`config.mk`:
```
export PLATFORM = sky130hd
export DESIGN_NAME = deadlock_graph_cycle_detector_flat
export DESIGN_NICKNAME = d
export VERILOG_FILES = /design/src/sv/dgcd_pkg.sv /design/src/sv/dgcd_req_if.sv /design/src/sv/dgcd_rsp_if.sv /design/src/sv/dgcd_ram.sv /design/src/sv/deadlock_graph_cycle_detector.sv /design/src/flat_wrapper.sv
export SDC_FILE = /design/constraint.sdc
export NUM_CORES = 2
export LEC_CHECK = 0
export ABC_AREA = 1
export BUFFER_PORTS_ARGS = -buffer_cell sky130_fd_sc_hd__buf_2
export CORE_MARGIN = 10
export CORE_UTILIZATION = 36
export DETAILED_ROUTE_END_ITERATION = 12
export GPL_TIMING_DRIVEN = 0
export PLACE_DENSITY_LB_ADDON = 0.3
export REMOVE_ABC_BUFFERS = 1
export SLEW_MARGIN = 15
export SYNTH_ARGS = -nofsm -noshare
export SYNTH_HDL_FRONTEND = slang
export SYNTH_HIERARCHICAL = 1
export SYNTH_SLANG_ARGS = --single-unit
```
`constraint.sdc`:
```
create_clock -name clk -period 3.9 [get_ports clk]
set_input_delay 0.39 -clock clk [delete_from_list [all_inputs] [get_ports clk]]
set_output_delay 0.39 -clock clk [all_outputs]
set_load 0.02 [all_outputs]
```
`src/sv/dgcd_pkg.sv`:
```
// shared types and constants of the deadlock graph cycle detector
package dgcd_pkg;

	localparam int KEY_W = 17;
	localparam int ID_W = 16;
	localparam int CODE_W = 8;
	localparam int NODES_W = 6;

	typedef enum logic [1:0] {
		OP_REQUEST  = 2'd0,
		OP_ALLOCATE = 2'd1,
		OP_RELEASE  = 2'd2,
		OP_CLEAR    = 2'd3
	} op_t;

	typedef enum logic [1:0] {
		ST_OK        = 2'd0,
		ST_NOT_FOUND = 2'd1,
		ST_FULL      = 2'd2
	} status_t;

endpackage

```
`src/sv/dgcd_req_if.sv`:
```
// operation channel of the deadlock graph cycle detector
interface dgcd_req_if;
	logic                          valid;
	logic                          ready;
	dgcd_pkg::op_t                 op;
	logic [dgcd_pkg::ID_W-1:0]     process_id;
	logic [dgcd_pkg::CODE_W-1:0]   resource_code;

	modport source (output valid, output op, output process_id, output resource_code,
		input ready);
	modport sink (input valid, input op, input process_id, input resource_code,
		output ready);
endinterface

```
`src/sv/dgcd_rsp_if.sv`:
```
// result channel of the deadlock graph cycle detector
interface dgcd_rsp_if;
	logic                           valid;
	logic                           ready;
	logic                           deadlock;
	dgcd_pkg::status_t              status;
	logic [dgcd_pkg::NODES_W-1:0]   nodes_used;

	modport source (output valid, output deadlock, output status, output nodes_used,
		input ready);
	modport sink (input valid, input deadlock, input status, input nodes_used,
		output ready);
endinterface

```
`src/sv/dgcd_ram.sv`:
```
// generic single write port ram with registered read
module dgcd_ram #(
	parameter int WIDTH = 8,
	parameter int DEPTH = 32
) (
	input  logic                     clk,
	input  logic                     we,
	input  logic [$clog2(DEPTH)-1:0] waddr,
	input  logic [WIDTH-1:0]         wdata,
	input  logic [$clog2(DEPTH)-1:0] raddr,
	output logic [WIDTH-1:0]         rdata
);
	logic [WIDTH-1:0] mem_q [DEPTH];
	logic [WIDTH-1:0] rdata_q;

	always_ff @(posedge clk) begin
		if (we) begin
			mem_q[waddr] <= wdata;
		end
		rdata_q <= mem_q[raddr];
	end

	assign rdata = rdata_q;
endmodule

```
`src/sv/deadlock_graph_cycle_detector.sv`:
```
// top level: node table, adjacency matrix and depth-first cycle walk
// One operation is taken at a time and answered with one result. An operation other than a
// clear first scans the node table, reading and comparing each stored node, then, unless it
// fails, creates missing nodes and updates edges, then walks the graph depth-first. A row is
// read through the read port of the matrix ram into a register whenever its node is entered
// or resumed, and one adjacency bit of it is tested per cycle. Rows of the matrix carry valid
// bits that reset and clear drop at once, so there is no clearing pass.
module deadlock_graph_cycle_detector #(
	parameter int NODE_SLOTS = 32
) (
	input  logic       clk,
	input  logic       arst_n,
	dgcd_req_if.sink   req,
	dgcd_rsp_if.source rsp
);
	localparam int IW = $clog2(NODE_SLOTS);
	localparam int CW = $clog2(NODE_SLOTS + 1);
	localparam int SW = IW + CW;
	localparam int KW = dgcd_pkg::KEY_W;

	typedef enum logic [15:0] {
		S_IDLE   = 16'h0001,
		S_LK_RD  = 16'h0002,
		S_LK_CMP = 16'h0004,
		S_DECIDE = 16'h0008,
		S_NEW_P  = 16'h0010,
		S_NEW_R  = 16'h0020,
		S_E1_RD  = 16'h0040,
		S_E1_WR  = 16'h0080,
		S_E2_RD  = 16'h0100,
		S_E2_WR  = 16'h0200,
		S_W_INIT = 16'h0400,
		S_W_ROOT = 16'h0800,
		S_W_LOAD = 16'h1000,
		S_W_SCAN = 16'h2000,
		S_W_POP  = 16'h4000,
		S_DONE   = 16'h8000
	} state_t;

	state_t              state_q;
	dgcd_pkg::op_t       op_q;
	dgcd_pkg::status_t   status_q;
	logic [KW-1:0]       pkey_q;
	logic [KW-1:0]       rkey_q;
	logic [CW-1:0]       la_q;
	logic                p_found_q;
	logic                r_found_q;
	logic [IW-1:0]       p_idx_q;
	logic [IW-1:0]       r_idx_q;
	logic [CW-1:0]       total_q;
	logic [NODE_SLOTS-1:0] row_valid_q;
	logic                mat_vld_q;
	logic [CW-1:0]       root_q;
	logic [IW-1:0]       v_q;
	logic [CW-1:0]       nxt_q;
	logic [CW-1:0]       sp_q;
	logic [NODE_SLOTS-1:0] row_q;
	logic [NODE_SLOTS-1:0] visited_q;
	logic [NODE_SLOTS-1:0] onpath_q;
	logic                dead_q;
	logic                out_valid_q;
	logic                out_dead_q;
	dgcd_pkg::status_t   out_status_q;
	logic [dgcd_pkg::NODES_W-1:0] out_nodes_q;

	logic [CW:0]           need;
	logic                  full;
	logic [NODE_SLOTS-1:0] mat_rdata;
	logic [NODE_SLOTS-1:0] mat_row;
	logic [NODE_SLOTS-1:0] mat_wdata;
	logic [IW-1:0]         mat_raddr;
	logic [IW-1:0]         mat_waddr;
	logic                  mat_we;
	logic [NODE_SLOTS-1:0] p_bit;
	logic [NODE_SLOTS-1:0] r_bit;
	logic [KW-1:0]         node_rdata;
	logic [KW-1:0]         node_wdata;
	logic                  node_we;
	logic [IW-1:0]         total_idx;
	logic [IW-1:0]         root_idx;
	logic [IW-1:0]         u_idx;
	logic                  scan_more;
	logic                  push;
	logic [CW-1:0]         sp_m1;
	logic [CW-1:0]         sp_m2;
	logic [SW-1:0]         stk_rdata;
	logic [SW-1:0]         stk_wdata;
	logic [IW-1:0]         stk_v;
	logic [CW-1:0]         stk_nxt;

	assign need = (CW+1)'(!p_found_q) + (CW+1)'(!r_found_q);
	assign full = ({1'b0, total_q} + need) > (CW+1)'(NODE_SLOTS);
	assign mat_row = mat_vld_q ? mat_rdata : '0;
	assign p_bit = NODE_SLOTS'(1) << p_idx_q;
	assign r_bit = NODE_SLOTS'(1) << r_idx_q;
	assign total_idx = total_q[IW-1:0];
	assign root_idx = root_q[IW-1:0];
	assign u_idx = nxt_q[IW-1:0];
	assign scan_more = nxt_q < total_q;
	assign push = (state_q == S_W_SCAN) && scan_more && row_q[u_idx] && !onpath_q[u_idx]
		&& !visited_q[u_idx];
	assign sp_m1 = sp_q - CW'(1);
	assign sp_m2 = sp_q - CW'(2);
	assign stk_wdata = {v_q, nxt_q + CW'(1)};
	assign stk_v = stk_rdata[SW-1:CW];
	assign stk_nxt = stk_rdata[CW-1:0];

	// matrix port selection
	always_comb begin
		mat_we = (state_q == S_E1_WR) || (state_q == S_E2_WR);
		mat_waddr = (state_q == S_E1_WR) ? p_idx_q : r_idx_q;
		if (state_q == S_E1_WR) begin
			mat_wdata = (op_q == dgcd_pkg::OP_REQUEST) ? (mat_row | r_bit) : (mat_row & ~r_bit);
		end else begin
			mat_wdata = (op_q == dgcd_pkg::OP_ALLOCATE) ? (mat_row | p_bit) : (mat_row & ~p_bit);
		end
		case (state_q)
			S_E1_RD:  mat_raddr = p_idx_q;
			S_E2_RD:  mat_raddr = r_idx_q;
			S_W_ROOT: mat_raddr = root_idx;
			S_W_SCAN: mat_raddr = u_idx;
			S_W_POP:  mat_raddr = stk_v;
			default:  mat_raddr = p_idx_q;
		endcase
	end

	assign node_we = (state_q == S_NEW_P) || (state_q == S_NEW_R);
	assign node_wdata = (state_q == S_NEW_P) ? pkey_q : rkey_q;

	dgcd_ram #(.WIDTH(NODE_SLOTS), .DEPTH(NODE_SLOTS)) u_matrix (
		.clk   (clk),
		.we    (mat_we),
		.waddr (mat_waddr),
		.wdata (mat_wdata),
		.raddr (mat_raddr),
		.rdata (mat_rdata)
	);

	dgcd_ram #(.WIDTH(KW), .DEPTH(NODE_SLOTS)) u_nodes (
		.clk   (clk),
		.we    (node_we),
		.waddr (total_idx),
		.wdata (node_wdata),
		.raddr (la_q[IW-1:0]),
		.rdata (node_rdata)
	);

	dgcd_ram #(.WIDTH(SW), .DEPTH(NODE_SLOTS)) u_stack (
		.clk   (clk),
		.we    (push),
		.waddr (sp_m1[IW-1:0]),
		.wdata (stk_wdata),
		.raddr (sp_m2[IW-1:0]),
		.rdata (stk_rdata)
	);

	// payload registers
	always_ff @(posedge clk) begin
		mat_vld_q <= row_valid_q[mat_raddr];
		if (state_q == S_W_LOAD) begin
			row_q <= mat_row;
		end
		if (state_q == S_IDLE && req.valid) begin
			op_q <= req.op;
			pkey_q <= {1'b0, req.process_id};
			rkey_q <= {1'b1, {(KW-1-dgcd_pkg::CODE_W){1'b0}}, req.resource_code};
		end
	end

	// sequencer
	always_ff @(posedge clk or negedge arst_n) begin
		if (!arst_n) begin
			state_q <= S_IDLE;
			status_q <= dgcd_pkg::ST_OK;
			la_q <= '0;
			p_found_q <= 1'b0;
			r_found_q <= 1'b0;
			p_idx_q <= '0;
			r_idx_q <= '0;
			total_q <= '0;
			row_valid_q <= '0;
			root_q <= '0;
			v_q <= '0;
			nxt_q <= '0;
			sp_q <= '0;
			visited_q <= '0;
			onpath_q <= '0;
			dead_q <= 1'b0;
			out_valid_q <= 1'b0;
			out_dead_q <= 1'b0;
			out_status_q <= dgcd_pkg::ST_OK;
			out_nodes_q <= '0;
		end else begin
			if (state_q == S_DONE && (!out_valid_q || rsp.ready)) begin
				out_valid_q <= 1'b1;
			end else if (rsp.ready) begin
				out_valid_q <= 1'b0;
			end
			case (state_q)
				S_IDLE: begin
					if (req.valid) begin
						la_q <= '0;
						p_found_q <= 1'b0;
						r_found_q <= 1'b0;
						status_q <= dgcd_pkg::ST_OK;
						if (req.op == dgcd_pkg::OP_CLEAR) begin
							total_q <= '0;
							row_valid_q <= '0;
							state_q <= S_W_INIT;
						end else if (total_q == '0) begin
							state_q <= S_DECIDE;
						end else begin
							state_q <= S_LK_RD;
						end
					end
				end
				S_LK_RD: state_q <= S_LK_CMP;
				S_LK_CMP: begin
					if (node_rdata == pkey_q) begin
						p_found_q <= 1'b1;
						p_idx_q <= la_q[IW-1:0];
					end
					if (node_rdata == rkey_q) begin
						r_found_q <= 1'b1;
						r_idx_q <= la_q[IW-1:0];
					end
					if (la_q + CW'(1) == total_q) begin
						state_q <= S_DECIDE;
					end else begin
						la_q <= la_q + CW'(1);
						state_q <= S_LK_RD;
					end
				end
				S_DECIDE: begin
					if (op_q == dgcd_pkg::OP_REQUEST) begin
						if (full) begin
							status_q <= dgcd_pkg::ST_FULL;
							state_q <= S_W_INIT;
						end else if (!p_found_q) begin
							state_q <= S_NEW_P;
						end else if (!r_found_q) begin
							state_q <= S_NEW_R;
						end else begin
							state_q <= S_E1_RD;
						end
					end else if (!(p_found_q && r_found_q)) begin
						status_q <= dgcd_pkg::ST_NOT_FOUND;
						state_q <= S_W_INIT;
					end else begin
						state_q <= S_E1_RD;
					end
				end
				S_NEW_P: begin
					row_valid_q[total_idx] <= 1'b0;
					p_idx_q <= total_idx;
					p_found_q <= 1'b1;
					total_q <= total_q + CW'(1);
					state_q <= r_found_q ? S_E1_RD : S_NEW_R;
				end
				S_NEW_R: begin
					row_valid_q[total_idx] <= 1'b0;
					r_idx_q <= total_idx;
					r_found_q <= 1'b1;
					total_q <= total_q + CW'(1);
					state_q <= S_E1_RD;
				end
				S_E1_RD: state_q <= S_E1_WR;
				S_E1_WR: begin
					row_valid_q[p_idx_q] <= 1'b1;
					state_q <= (op_q == dgcd_pkg::OP_REQUEST) ? S_W_INIT : S_E2_RD;
				end
				S_E2_RD: state_q <= S_E2_WR;
				S_E2_WR: begin
					row_valid_q[r_idx_q] <= 1'b1;
					state_q <= S_W_INIT;
				end
				S_W_INIT: begin
					visited_q <= '0;
					onpath_q <= '0;
					root_q <= '0;
					dead_q <= 1'b0;
					state_q <= S_W_ROOT;
				end
				S_W_ROOT: begin
					if (root_q == total_q) begin
						state_q <= S_DONE;
					end else if (visited_q[root_idx]) begin
						root_q <= root_q + CW'(1);
					end else begin
						v_q <= root_idx;
						nxt_q <= '0;
						sp_q <= CW'(1);
						visited_q[root_idx] <= 1'b1;
						onpath_q[root_idx] <= 1'b1;
						state_q <= S_W_LOAD;
					end
				end
				S_W_LOAD: state_q <= S_W_SCAN;
				S_W_SCAN: begin
					if (scan_more) begin
						if (row_q[u_idx] && onpath_q[u_idx]) begin
							dead_q <= 1'b1;
							state_q <= S_DONE;
						end else if (push) begin
							v_q <= u_idx;
							nxt_q <= '0;
							sp_q <= sp_q + CW'(1);
							visited_q[u_idx] <= 1'b1;
							onpath_q[u_idx] <= 1'b1;
							state_q <= S_W_LOAD;
						end else begin
							nxt_q <= nxt_q + CW'(1);
						end
					end else begin
						onpath_q[v_q] <= 1'b0;
						if (sp_q == CW'(1)) begin
							sp_q <= '0;
							root_q <= root_q + CW'(1);
							state_q <= S_W_ROOT;
						end else begin
							sp_q <= sp_m1;
							state_q <= S_W_POP;
						end
					end
				end
				S_W_POP: begin
					v_q <= stk_v;
					nxt_q <= stk_nxt;
					state_q <= S_W_LOAD;
				end
				S_DONE: begin
					if (!out_valid_q || rsp.ready) begin
						out_dead_q <= dead_q;
						out_status_q <= status_q;
						out_nodes_q <= dgcd_pkg::NODES_W'(total_q);
						state_q <= S_IDLE;
					end
				end
				default: state_q <= S_IDLE;
			endcase
		end
	end

	assign req.ready = (state_q == S_IDLE);
	assign rsp.valid = out_valid_q;
	assign rsp.deadlock = out_dead_q;
	assign rsp.status = out_status_q;
	assign rsp.nodes_used = out_nodes_q;

	a_total_bound: assert property (@(posedge clk) disable iff (!arst_n)
		total_q <= CW'(NODE_SLOTS))
		else $error("node count beyond table size");

	a_busy_after_transfer: assert property (@(posedge clk) disable iff (!arst_n)
		req.valid && req.ready |=> !req.ready)
		else $error("operation taken while busy");

	a_stack_depth: assert property (@(posedge clk) disable iff (!arst_n)
		state_q == S_W_SCAN |-> sp_q != '0 && sp_q <= total_q)
		else $error("walk stack depth out of range");
endmodule

```
`src/flat_wrapper.sv`:
```
// flat-port wrapper written by rule: the top's interface ports become plain ports
module deadlock_graph_cycle_detector_flat 
#(
	parameter int NODE_SLOTS = 32
)
  (clk, arst_n, req_valid, req_op, req_process_id, req_resource_code, req_ready, rsp_valid, rsp_deadlock, rsp_status, rsp_nodes_used, rsp_ready);
  dgcd_req_if req_i ();
  dgcd_rsp_if rsp_i ();
  input  logic clk;
  input  logic arst_n;
  input wire logic [$bits(req_i.valid)-1:0] req_valid;
  input wire logic [$bits(req_i.op)-1:0] req_op;
  input wire logic [$bits(req_i.process_id)-1:0] req_process_id;
  input wire logic [$bits(req_i.resource_code)-1:0] req_resource_code;
  output wire logic [$bits(req_i.ready)-1:0] req_ready;
  output wire logic [$bits(rsp_i.valid)-1:0] rsp_valid;
  output wire logic [$bits(rsp_i.deadlock)-1:0] rsp_deadlock;
  output wire logic [$bits(rsp_i.status)-1:0] rsp_status;
  output wire logic [$bits(rsp_i.nodes_used)-1:0] rsp_nodes_used;
  input wire logic [$bits(rsp_i.ready)-1:0] rsp_ready;
  assign req_i.valid = req_valid;
  assign req_i.op = req_op;
  assign req_i.process_id = req_process_id;
  assign req_i.resource_code = req_resource_code;
  assign req_ready = req_i.ready;
  assign rsp_valid = rsp_i.valid;
  assign rsp_deadlock = rsp_i.deadlock;
  assign rsp_status = rsp_i.status;
  assign rsp_nodes_used = rsp_i.nodes_used;
  assign rsp_i.ready = rsp_ready;
  deadlock_graph_cycle_detector #(.NODE_SLOTS(NODE_SLOTS)) u_core (.clk(clk), .arst_n(arst_n), .req(req_i), .rsp(rsp_i));
endmodule
```
Word-level counts from Yosys, hierarchy flattened
Memories as Yosys holds them, arrays and structs flattened. A register that Yosys moved wholly into a read port is not among the register bits.
Cells that the tools add are included.
{"block": "word_totals", "out_inout_bits": 11, "in_bits": 30, "ramBits": 1920, "register_bits": 231, "word_cells": 286, "mem_count": 3}
{"block": "op_classes", "n_shift": 2, "order_cmp": 15, "reduce_logical": 55, "bitwise": 16, "n_eq_ne": 44, "n_mux": 117, "addsub": 9}
{"memory": "u_core.u_matrix.mem_q", "depth": 32, "word_bits": 32, "rd": 1, "rd_ports_with_merged_regs": 1, "write_ports": 1, "line_no": "dgcd_ram.sv:13", "rtl": "logic [WIDTH-1:0] mem_q [DEPTH];"}
{"memory": "u_core.u_nodes.mem_q", "depth": 32, "word_bits": 17, "rd": 1, "rd_ports_with_merged_regs": 1, "write_ports": 1, "line_no": "dgcd_ram.sv:13"}
{"memory": "u_core.u_stack.mem_q", "depth": 32, "word_bits": 11, "rd": 1, "rd_ports_with_merged_regs": 1, "write_ports": 1, "line_no": "dgcd_ram.sv:13"}
{"cell": "$mux 32", "n": 16}
{"cell": "$or 32x32->32", "n": 8}
{"cell": "$pmux 16 s16", "n": 1}
{"cell": "$pmux 32 s3", "n": 2}
{"cell": "$mux 16", "n": 11}
{"cell": "$and 32x32->32", "n": 4}
{"cell": "$not 32->32", "n": 4}
{"cell": "$pmux 32 s4", "n": 1}
{"cell": "$mux 6", "n": 19}
{"cell": "$shl 1x5->32 const A", "n": 2}
{"cell": "$lt 5x6->1 const B", "n": 7}
{"cell": "$mux 5", "n": 8}
{"cell": "$pmux 6 s2", "n": 3}
{"cell": "$pmux 6 s3", "n": 2}
{"cell": "$add 6x1->6 const B", "n": 5}
{"cell": "$demux 1 s5", "n": 6}
{"cell": "$ge 5x1->1 const B", "n": 6}
{"cell": "$bmux 1 s5", "n": 5}
{"cell": "$mux 1", "n": 24}
{"cell": "$mux 11", "n": 2}
{"cell": "$pmux 5 s2", "n": 2}
{"cell": "$pmux 5 s4", "n": 1}
{"cell": "$reduce_and 5->1", "n": 4}
{"cell": "$ne 2x2->1 const B", "n": 9}
{"cell": "54 further kinds", "n": 106}

Depth between registers and ports, before layout
{"block": "logic_depth", "depth_word": 9, "mapped_depth": 22, "depth_no_buf": 18}

Modules after synthesis
Netlist, hierarchy kept.
{"module": "dgcd_ram at u_core.u_matrix", "area_each_um2": 42405.7, "n_inst": 1, "seq_area_each_um2": 31390.1, "cells_each": 3536}
{"module": "dgcd_ram at u_core.u_nodes", "area_each_um2": 22379.0, "n_inst": 1, "seq_area_each_um2": 16676.0, "cells_each": 1902}
{"module": "deadlock_graph_cycle_detector", "area_each_um2": 16709.8, "n_inst": 1, "seq_area_each_um2": 6067.1, "cells_each": 2506}
{"module": "dgcd_ram at u_core.u_stack", "area_each_um2": 14666.6, "n_inst": 1, "seq_area_each_um2": 10790.3, "cells_each": 1249}

Worst setup path before layout
Ideal clock, no wire load.
{"block": "synth_timing", "path_type": "register to register", "startpoint": "register u_core.state_q[15]", "endpoint": "memory u_core/u_matrix/mem_q[31][0] (netlist bit) (enable)", "arrival_time_ns": 3.421, "setup_time_ns": 0.421, "path_slack_ns": 0.058, "n_path_buf": 2, "stages_incl_launch_ff": 12, "t_required_ns": 3.479, "synth_period_minus_slack_ns": 3.842, "cell_sequence": "dfrtp_1 > nor2_2 > nand2_2 > nor2_2 > inv_2 > nor2_4 > nand3_2 > clkbuf_1 > clkbuf_1 > o21ai_0 > nand3_1 > nor2_1"}
{"block": "synth_via", "word_cells_on_any_way": 6, "cone_classes": "eq/ne: 2; mux: 3; reduce/logical: 1"}
{"item": "start, declared", "line_no": "deadlock_graph_cycle_detector.sv:40", "rtl": "state_t state_q;"}
{"item": "start signal, assigned", "line_no": "deadlock_graph_cycle_detector.sv:258", "rtl": "state_q <= r_found_q ? S_E1_RD : S_NEW_R;"}
{"item": "start signal, assigned", "line_no": "deadlock_graph_cycle_detector.sv:270", "rtl": "state_q <= (op_q == dgcd_pkg::OP_REQUEST) ? S_W_INIT : S_E2_RD;"}
{"item": "$eq 16x8->1", "line_no": "deadlock_graph_cycle_detector.sv:111", "rtl": "mat_waddr = (state_q == S_E1_WR) ? p_idx_q : r_idx_q;"}
{"item": "$mux 5", "line_no": "deadlock_graph_cycle_detector.sv:111"}
{"item": "via u_core.mat_waddr[0]", "line_no": "deadlock_graph_cycle_detector.sv:72", "rtl": "logic [IW-1:0] mat_waddr;"}
{"item": "end, declared", "line_no": "dgcd_ram.sv:13"}
The timed path passes the listed nets, and every way through them passes these cells.

Worst setup path after layout
{"block": "layout_timing", "startpoint": "register u_core.state_q[10]", "endpoint": "memory u_core/u_matrix/mem_q[23][1] (netlist bit) (enable)"}
The elaborated chain is that of the path after synthesis.

==> out/qor.yml <==
ios: 41
grt_pass1_vias: 67200
period_needed_ps: 3835
core_mm2: 0.2656
arrival_ps: 4410
drt-initial-drc-count: 8099
synth.distinct_cells: 57
max_clock_freq_mhz: 260.7
synth-edff-count: 1978
final_max_slew_viol_count: 0
hp-class: "input pin to asynchronous set/reset pin"
fin_worst_skew_ps: 78.02
max_cap_violations: 0
crit_chain: "nor2_2, nand2_2, nor2_2, inv_2, nor2_4, nand3_4, buf_16, o21ai_1, nand3_2, nor2_4, buf_16, buf_16"
first_pass_iters: 8
die-area_mm2: 0.2882
place_congestion: 0.8717
yosys_warnings: 6
worst_slew_pin_slew_ps: 1181
grt.met1_usage: 0.2661
seq_area_frac_synth: 0.6752
use_met3: 0.03041
post-route-period-util: 0.9834
grt.total_usage: 0.1934
synth_area_mm2: 0.09616
async_flop_share: 0.07779
synthToLayoutAreaGrowth_pct: 17.90
cts_num_sinks: 2211
met2_usage: 0.3122
relSlewSlack: 0.2099
hpwl_um: 163800
top_usage_layer: "met2"
clock_path_buffers: 3
crit_buf_inv: 4
setup_viol: 0
critPathLaunchType: "flop"
status: "finished, final reports clean"
slowest_delay_ps: 570
antenna_found_initial: 7
port_buffers: 40
fin_nets: 9377
grt_first_pass_wirelength_um: 429400
setup_slack_ps: 64.81
grt_max_degree: 134
p_leak_nw: 42.34
synth_ff_type: "edfxtp_1"
initial_core_util: 0.3621
num_vias: 70650
grt-ovfl-total: 0
power_density_mw_per_mm2: 567.5
path_clk_slew_ps: 60
cts_tree: "built"
clock_latency_ps: 920
wl_per_cell_um: 22.37
die_w_um: 536.8
cp_top_family: "simple AND/OR/NAND/NOR gates"
htree_levels: 4
worst_ir_drop_vdd_v: 0.0004953
syn_area_per_cell_um2: 10.46
crit_fanout: 48
cts_buffers: 223
vias_per_cell: 5.413
fin_util: 0.4269
netlist_instances: 9193
drc_errors: 0
setup.worst_path.class: "flop to flop"
drt_wl_total_um: 292000
crit_path_end_kind: "flop"
final_antenna_net_count: 0
hold_viol: 0
critPathSlowestCell: "o21ai_1"
cts-root-buf: "clkbuf_16"
final_layout_size_suffix_gt1_frac: 0.1085
worstPathRequired_ps: 4470
fp.dieH_um: 536.8
path_depth: 12
cpMostUsedCell: "buf_16"
synth-seq-cells: 2211
reg2regPathDepth: 12
rows: 189
dp_slack_ps: -1626
hold-worst-slack_ps: 95.11
-- layer usage --
metal	wire (µm)	up-vias
li1	-	31950
met1	121600	34820
met2	135600	3239
met3	24590	643
met4	10160	4
met5	25	-
-- stage by stage --
step                setup TNS (ps)  cell area, µm²  total power, mW  cells
floorplan                 -1336280           92980            36.74   8667
global placement                 -           97600            43.20  12240
detailed placement        -1303390          102400            42.00  12420
CTS                         -27060          112800            64.28  13020
global route                 -3248          113400            66.95  13050
finish                           0          113400            64.34  13050
-- path summary, 6_finish.rpt --
check	startpoint	endpoint	slack, ps
max	u_core/state_q[10]$_DFFE_PN0P_	u_core/u_matrix/mem_q[23][1]$_DFFE_PP_	60
min	arst_n	u_core/state_q[8]$_DFFE_PN0P_	100
max reg2reg	u_core/state_q[10]$_DFFE_PN0P_	u_core/u_matrix/mem_q[23][1]$_DFFE_PP_	60
min reg2reg	u_core/rsp.nodes_used[3]$_DFFE_PN0P_	u_core/rsp.nodes_used[3]$_DFFE_PN0P_	480
max in group asynchronous	arst_n	u_core/onpath_q[20]$_DFFE_PN0P_	2770
min in group clk	req_process_id[8]	u_core/pkey_q[8]$_DFFE_PP_	180
-- layout make-up --
cell class	count	area, µm²
Inverter	290	1217
Sequential cell	2211	64960
Antenna cell	1	2.502
Tap cell	3533	4420
Clock inverter	127	1410
Fill cell	24370	152200
Clock buffer	295	6072
Multi-Input combinational cell	6175	28570
Timing Repair Buffer	416	6684
Timing Repair inverter	4	35.03
-- kinds of logic (layout without fill, tap and decap cells) --
logic type | Yosys count | in the layout | share of synthesized area
other | 0 | 1 | 0
muxes | 2 | 2 | 0.0002342
DFF | 2211 | 2211 | 0.6752
and+or+nand+nor | 5457 | 5466 | 0.2375
xor gates and xnor gates | 19 | 19 | 0.001731
AOI/OAI and AO/OA | 662 | 662 | 0.03737
buffers and inverters | 816 | 1132 | 0.04455
adders and majority gates | 26 | 26 | 0.003461
-- repair_timing --
action	in CTS	in global routing
setup endpoints to repair	1994	897
buffers inserted	123	27
gates cloned	24	8
hold buffers	28	0
hold endpoints to repair	144	0
pin swaps	71	13
resized for setup	133	39
-- state kept, by name, summed over array words and instances, names as in the netlist, 6 cells and up --
signal                 count
u_core/u_matrix/mem_q   1024
u_core/rkey_q              8
u_core/row_q              32
u_core/onpath_q           32
u_core/nxt_q               6
u_core/visited_q          32
u_core/u_nodes/mem_q     544
u_core/u_nodes/rdata      17
u_core/u_stack/rdata      11
u_core/rsp.nodes_used      6
u_core/u_matrix/rdata     32
u_core/total_q             6
u_core/pkey_q             16
u_core/u_stack/mem_q     352
u_core/sp_q                6
u_core/la_q                6
u_core/row_valid_q        32
u_core/root_q              6
u_core/state_q            16
-- cell usage after synthesis, types with 36 or more instances --
master	instances	area [µm²]
buf_2	208	1041
nand4_1	53	331.6
o21ai_0	400	2002
buf_6	93	1047
nor2_1	379	1423
nand3_1	1558	7797
nand2_1	3359	12610
nor3_1	52	260.3
edfxtp_1	1978	59400
dfrtp_1	171	4279
a21oi_1	127	635.6
buf_4	54	405.4
clkbuf_1	132	495.5
inv_1	264	991.0
o21ai_1	36	180.2
dfxtp_1	61	1221
-- where the power goes --
part           internal (mW)  switching, mW  leakage, nW
Combinational           3.80           10.6         17.7
Sequential              27.6          0.762         21.0
Clock                   12.3           9.37         3.63
Total                   43.6           20.7         42.3
-- cells in the final DEF, fill, tap and decap left out, types with 39 or more instances in the layout --
master and n:
inv_1 255, buf_2 39, nor3_1 51, nand3_1 1541, clkbuf_1 51, nand2_1 3349, buf_16 87, buf_4 101
nor2_1 268, edfxtp_1 1978, clkinv_2 44, dfxtp_1 60, clkinv_1 40, buf_12 100, nand4_1 53, clkbuf_16 230
a21oi_1 127, nor2_4 114, dfrtp_1 154, o21ai_0 357
Power figures use the tool's default switching activity.
